==> src/segment_crossing_test_3d_defines.svh <==
// Assertion macros for the segment crossing test block.
// Used by the top level; no dependencies.
`ifndef SEGMENT_CROSSING_TEST_3D_DEFINES_SVH
`define SEGMENT_CROSSING_TEST_3D_DEFINES_SVH
`ifndef SYNTHESIS
`define SCX_ASSERT_SAME(lbl, clk, rst_n, ante, cons) \
	lbl: assert property (@(posedge clk) disable iff (!rst_n) (ante) |-> (cons)) \
		else $error("same-cycle check failed");
`define SCX_ASSERT_NEXT(lbl, clk, rst_n, ante, cons) \
	lbl: assert property (@(posedge clk) disable iff (!rst_n) (ante) |=> (cons)) \
		else $error("next-cycle check failed");
`else
`define SCX_ASSERT_SAME(lbl, clk, rst_n, ante, cons)
`define SCX_ASSERT_NEXT(lbl, clk, rst_n, ante, cons)
`endif
`endif

==> src/scx_pkg.sv <==
// Shared constants and types for the segment crossing test block.
// No dependencies.
package scx_pkg;

	localparam int COORD_BITS_DEF = 16;

	// closest point position against its own segment
	localparam logic [1:0] SIDE_ON     = 2'd0;
	localparam logic [1:0] SIDE_BEFORE = 2'd1;
	localparam logic [1:0] SIDE_BEYOND = 2'd2;

	// load enables for the two stages of a split multiplier
	typedef struct packed {
		logic mul;
		logic sum;
	} stage_en_t;

endpackage

==> src/scx_wide_mul.sv <==
// Two-stage signed multiplier: four half-width partial products, then their sum.
// Depends on scx_pkg for the stage enable struct.
module scx_wide_mul
	import scx_pkg::*;
#(
	parameter int A_BITS = 2 * COORD_BITS_DEF + 3
) (
	input  logic                       clk,
	input  stage_en_t                  en,
	input  logic signed [A_BITS-1:0]   a,
	input  logic signed [A_BITS-1:0]   b,
	output logic signed [2*A_BITS-1:0] p
);

	localparam int H  = A_BITS / 2;
	localparam int HB = A_BITS - H;
	localparam int PW = 2 * A_BITS;

	logic [H-1:0]          a_lo, b_lo;
	logic signed [HB-1:0]  a_hi, b_hi;
	logic signed [H:0]     a_lo_s, b_lo_s;

	logic signed [2*HB-1:0] hh_s4;
	logic signed [HB+H:0]   hl_s4, lh_s4;
	logic [2*H-1:0]         ll_s4;

	logic signed [PW-1:0] hh_x, hl_x, lh_x, ll_x;

	assign a_lo   = a[H-1:0];
	assign b_lo   = b[H-1:0];
	assign a_hi   = a[A_BITS-1:H];
	assign b_hi   = b[A_BITS-1:H];
	assign a_lo_s = signed'({1'b0, a_lo});
	assign b_lo_s = signed'({1'b0, b_lo});

	always_ff @(posedge clk) begin
		if (en.mul) begin
			hh_s4 <= a_hi * b_hi;
			hl_s4 <= a_hi * b_lo_s;
			lh_s4 <= a_lo_s * b_hi;
			ll_s4 <= a_lo * b_lo;
		end
	end

	assign hh_x = PW'(hh_s4);
	assign hl_x = PW'(hl_s4);
	assign lh_x = PW'(lh_s4);
	assign ll_x = signed'(PW'(ll_s4));

	always_ff @(posedge clk) begin
		if (en.sum) begin
			p <= (hh_x <<< (2 * H)) + ((hl_x + lh_x) <<< H) + ll_x;
		end
	end

endmodule

==> config.mk <==
export PLATFORM = sky130hd
export DESIGN_NAME = scx_wide_mul
export DESIGN_NICKNAME = d
export VERILOG_FILES = /design/src/segment_crossing_test_3d_defines.svh /design/src/scx_pkg.sv /design/src/scx_wide_mul.sv
export SDC_FILE = /design/constraint.sdc
export NUM_CORES = 2
export LEC_CHECK = 0
export ABC_CLOCK_PERIOD_IN_PS = 10530
export BUFFER_PORTS_ARGS = -buffer_cell sky130_fd_sc_hd__clkbuf_2
export CAP_MARGIN = 5
export CORE_MARGIN = 10
export CORE_UTILIZATION = 35
export DETAILED_ROUTE_END_ITERATION = 12
export SLEW_MARGIN = 40
export SYNTH_ARGS = -nofsm -noshare
export SYNTH_HDL_FRONTEND = slang
export SYNTH_SLANG_ARGS = --single-unit
export TNS_END_PERCENT = 5
==> constraint.sdc <==
create_clock -name clk -period 10.53 [get_ports clk]
set_clock_uncertainty 0.05 [all_clocks]
set_input_delay 2.106 -clock clk [delete_from_list [all_inputs] [get_ports clk]]
set_output_delay 2.106 -clock clk [all_outputs]
set_load 0.05 [all_outputs]
==> flow_metrics.env <==
export IMPL_outcome="completed"
export IMPL_start_kind="input pin"
export IMPL_setup_tns_ns=0
export IMPL_die_x_um=413
export IMPL_path_class="in -> reg"
export IMPL_first_global_vias=42377
export IMPL_root_buffer="clkbuf_16"
export IMPL_hold_path_class="reg -> reg"
export IMPL_grt_max_degree=76
export IMPL_cts_max_level=1
export IMPL_layout_drive_gt1_share=0.0484
export IMPL_timing_rr_start="hl_s4[5]$_DFFE_PP_"
export IMPL_cts_tree="built"
export IMPL_synth_compound_area_frac=0.0647
export IMPL_yosys_area_share_adder=0.527
export IMPL_min_from="ll_s4[2]$_DFFE_PP_"
export IMPL_start_util=0.352
export IMPL_rsz0062_at_grt="no"
export IMPL_place_area_um2=57200
export IMPL_avgViaCountPerCell=4.93
export IMPL_drt_iter0_drc=2458
export IMPL_drt_wl_total_mm=148
export IMPL_cp_arrival_ns=9.66
export IMPL_worst_pin_slew_ns=0.923
export IMPL_critPathSlowestCell="nor4bb_1"
export IMPL_max_stage_delay_ns=0.72
export IMPL_seq_area_frac_synth=0.118
export IMPL_dp_cells=7795
export IMPL_grt_overflow=0
export IMPL_crit_chain="clkbuf_2, buf_4, nand2_1, fa_1, fa_1, fa_1, inv_1, fa_1, fa_1, inv_1, fa_1, inv_1, ha_1, a21oi_1, o21bai_1, a21o_1, a21oi_1, nor2b_1, o31ai_1, a2111o_1, nor4bb_1, nor3_1, a311oi_1, buf_4"
export IMPL_area_growth_pct=7.30
export IMPL_hold_buffers=0
export IMPL_clk_latency_ns=0.65
export IMPL_finalCritPeriodShare=0.874
export IMPL_io_buffers=142
export IMPL_vias=38690
export IMPL_finalHoldViolCount=0
export IMPL_avgSynthCellArea_um2=9.39
export IMPL_design_core_area_um2=154000
export IMPL_cpMostUsedCell="fa_1"
export IMPL_ys_ff_latch=212
export IMPL_max_slew_margin=0.385
export IMPL_die_h_um=413
export IMPL_clock_sinks=212
export IMPL_yosysUniqueCellTypes=73
export IMPL_finalSetupViolations=0
export IMPL_post_cts_buffers=0
export IMPL_report_final_slew_viol_count=0
export IMPL_fmaxAchievable_ghz=0.109
export IMPL_clkTransAtPathRegs_ns=0.07
export IMPL_cts_resized=0
export IMPL_wl_per_cell_um=18.8
export IMPL_crit_buf_inv=6
export IMPL_die_area_um2=171000
export IMPL_layout_cell_area_non_filler_um2=58100
export IMPL_finalWeightedCongestion=0.886
export IMPL_ios=143
export IMPL_layout_cells_non_filler=7850
export IMPL_crit_fanout=21
export IMPL_yosysWarnings=0
export IMPL_grt_usage=0.178
export IMPL_synthSimpleGateAreaFrac=0.151
export IMPL_synth_mux_area_frac=0.00129
export IMPL_critPathTopFamily="adder cells"
export IMPL_critPathLaunch="a[28]"
export IMPL_synth_area_um2=54200
export IMPL_synth_flop_cell="edfxtp_1"
export IMPL_period_needed_ns=9.20
export IMPL_syn_nets=7456
export IMPL_cts_path_max_buffers=3
export IMPL_firstDrtPassIters=5
export IMPL_place_hpwl_mm=122
export IMPL_async_flop_share=0
export IMPL_end_kind="register"
export IMPL_cts_buffers=29
export IMPL_antenna_found_initial=12
export IMPL_worstPathRequired_ns=10.99
export IMPL_synth_xor_area_frac=0.0315
export IMPL_synth_edff_count=212
export IMPL_drc=0
export IMPL_synth_top_family_by_area="adder cells"
export IMPL_layout_nets=7471
export IMPL_grt_pass1_wl_mm=239
export IMPL_row_count=144
export IMPL_max_cap_violations=0
export IMPL_antenna_left=0
export IMPL_syn_inst=5767
final timing paths:
| path | to | slack [ns] | cells after the start |
|---|---|---|---|
| max | hl_s4[34]$_DFFE_PP_ | 1.33 | 24 |
| min reg2reg | p[2]$_DFFE_PP_ | 0.37 | 0 |
| min | p[2]$_DFFE_PP_ | 0.37 | 0 |
| max reg2reg | p[69]$_DFFE_PP_ | 3.50 | 20 |
registers in the layout, summed over array words and instances (netlist names):
| signal | count |
|---|---|
| hh_s4 | 36 |
| hl_s4 | 36 |
| lh_s4 | 36 |
| ll_s4 | 34 |
| p | 70 |
synthesized netlist by cell type (18+ instances only):
library cell / n / area [um2]
nor3_1: 45 / 225
edfxtp_1: 212 / 6370
nand2b_1: 33 / 206
a211oi_1: 22 / 165
o21ai_1: 38 / 190
o21a_1: 32 / 240
a21oi_1: 164 / 821
xnor2_1: 140 / 1230
ha_1: 510 / 6380
o21bai_1: 26 / 195
nor2b_1: 36 / 225
fa_1: 1106 / 22100
clkbuf_1: 235 / 882
inv_1: 1311 / 4920
a21o_1: 91 / 683
o21ai_0: 40 / 200
nand3_1: 26 / 130
xor2_1: 55 / 482
and2_1: 583 / 3650
nor2_1: 146 / 548
and3_1: 18 / 113
nand2_1: 704 / 2640
metrics by stage:
stage               setup slack, ns  hold WS [ns]   util
global placement              0.895         0.351  0.371
detailed placement            0.879         0.356  0.372
floorplan                      1.69         0.350      -
finish                         1.33         0.366  0.378
CTS                            1.55         0.366  0.378
global route                   1.16         0.374  0.378
layout by cell type (no fill, tap or decap), types with 26 or more instances in the layout:
| master | instances |
|---|---|
| o21bai_1 | 26 |
| a21oi_1 | 164 |
| nand2b_1 | 33 |
| clkbuf_2 | 130 |
| a21o_1 | 91 |
| xor2_1 | 54 |
| buf_4 | 80 |
| nand2_1 | 704 |
| ha_1 | 510 |
| inv_1 | 1311 |
| nor2_1 | 146 |
| and2_1 | 583 |
| nor3_1 | 45 |
| nor2b_1 | 36 |
| xnor2_1 | 138 |
| o21a_1 | 32 |
| edfxtp_1 | 212 |
| o21ai_1 | 38 |
| fa_1 | 1106 |
| o21ai_0 | 40 |
| nand3_1 | 26 |
| clkbuf_16 | 29 |
cell families after synthesis:
family	after synthesis
mux	7
flops	212
fa+ha+maj	1616
simple gates	1651
buf+inv	1552
xor+xnor	195
compound gates	534
layout make-up:
| cell class | count | area (um2) |
|---|---|---|
| clock inverter | 20 | 151 |
| clock buffer | 33 | 741 |
| fill | 15510 | 95700 |
| tap | 2044 | 2560 |
| inverter | 1314 | 4930 |
| timing repair buffer | 222 | 1340 |
| multi-input combinational | 4003 | 42000 |
| sequential | 212 | 6370 |
| antenna | 2 | 5.00 |
per-layer routing:
metal,up-vias,track usage,wire (um)
li1,17543,-,-
met1,19931,0.231,63300
met2,967,0.306,71400
met3,235,0.0239,7750
met4,14,0.0562,5360
met5,-,0,86
Power is left out: the tool's default activity adds up to more than one toggle a clock period on the data nets, which glitch-free logic cannot reach.
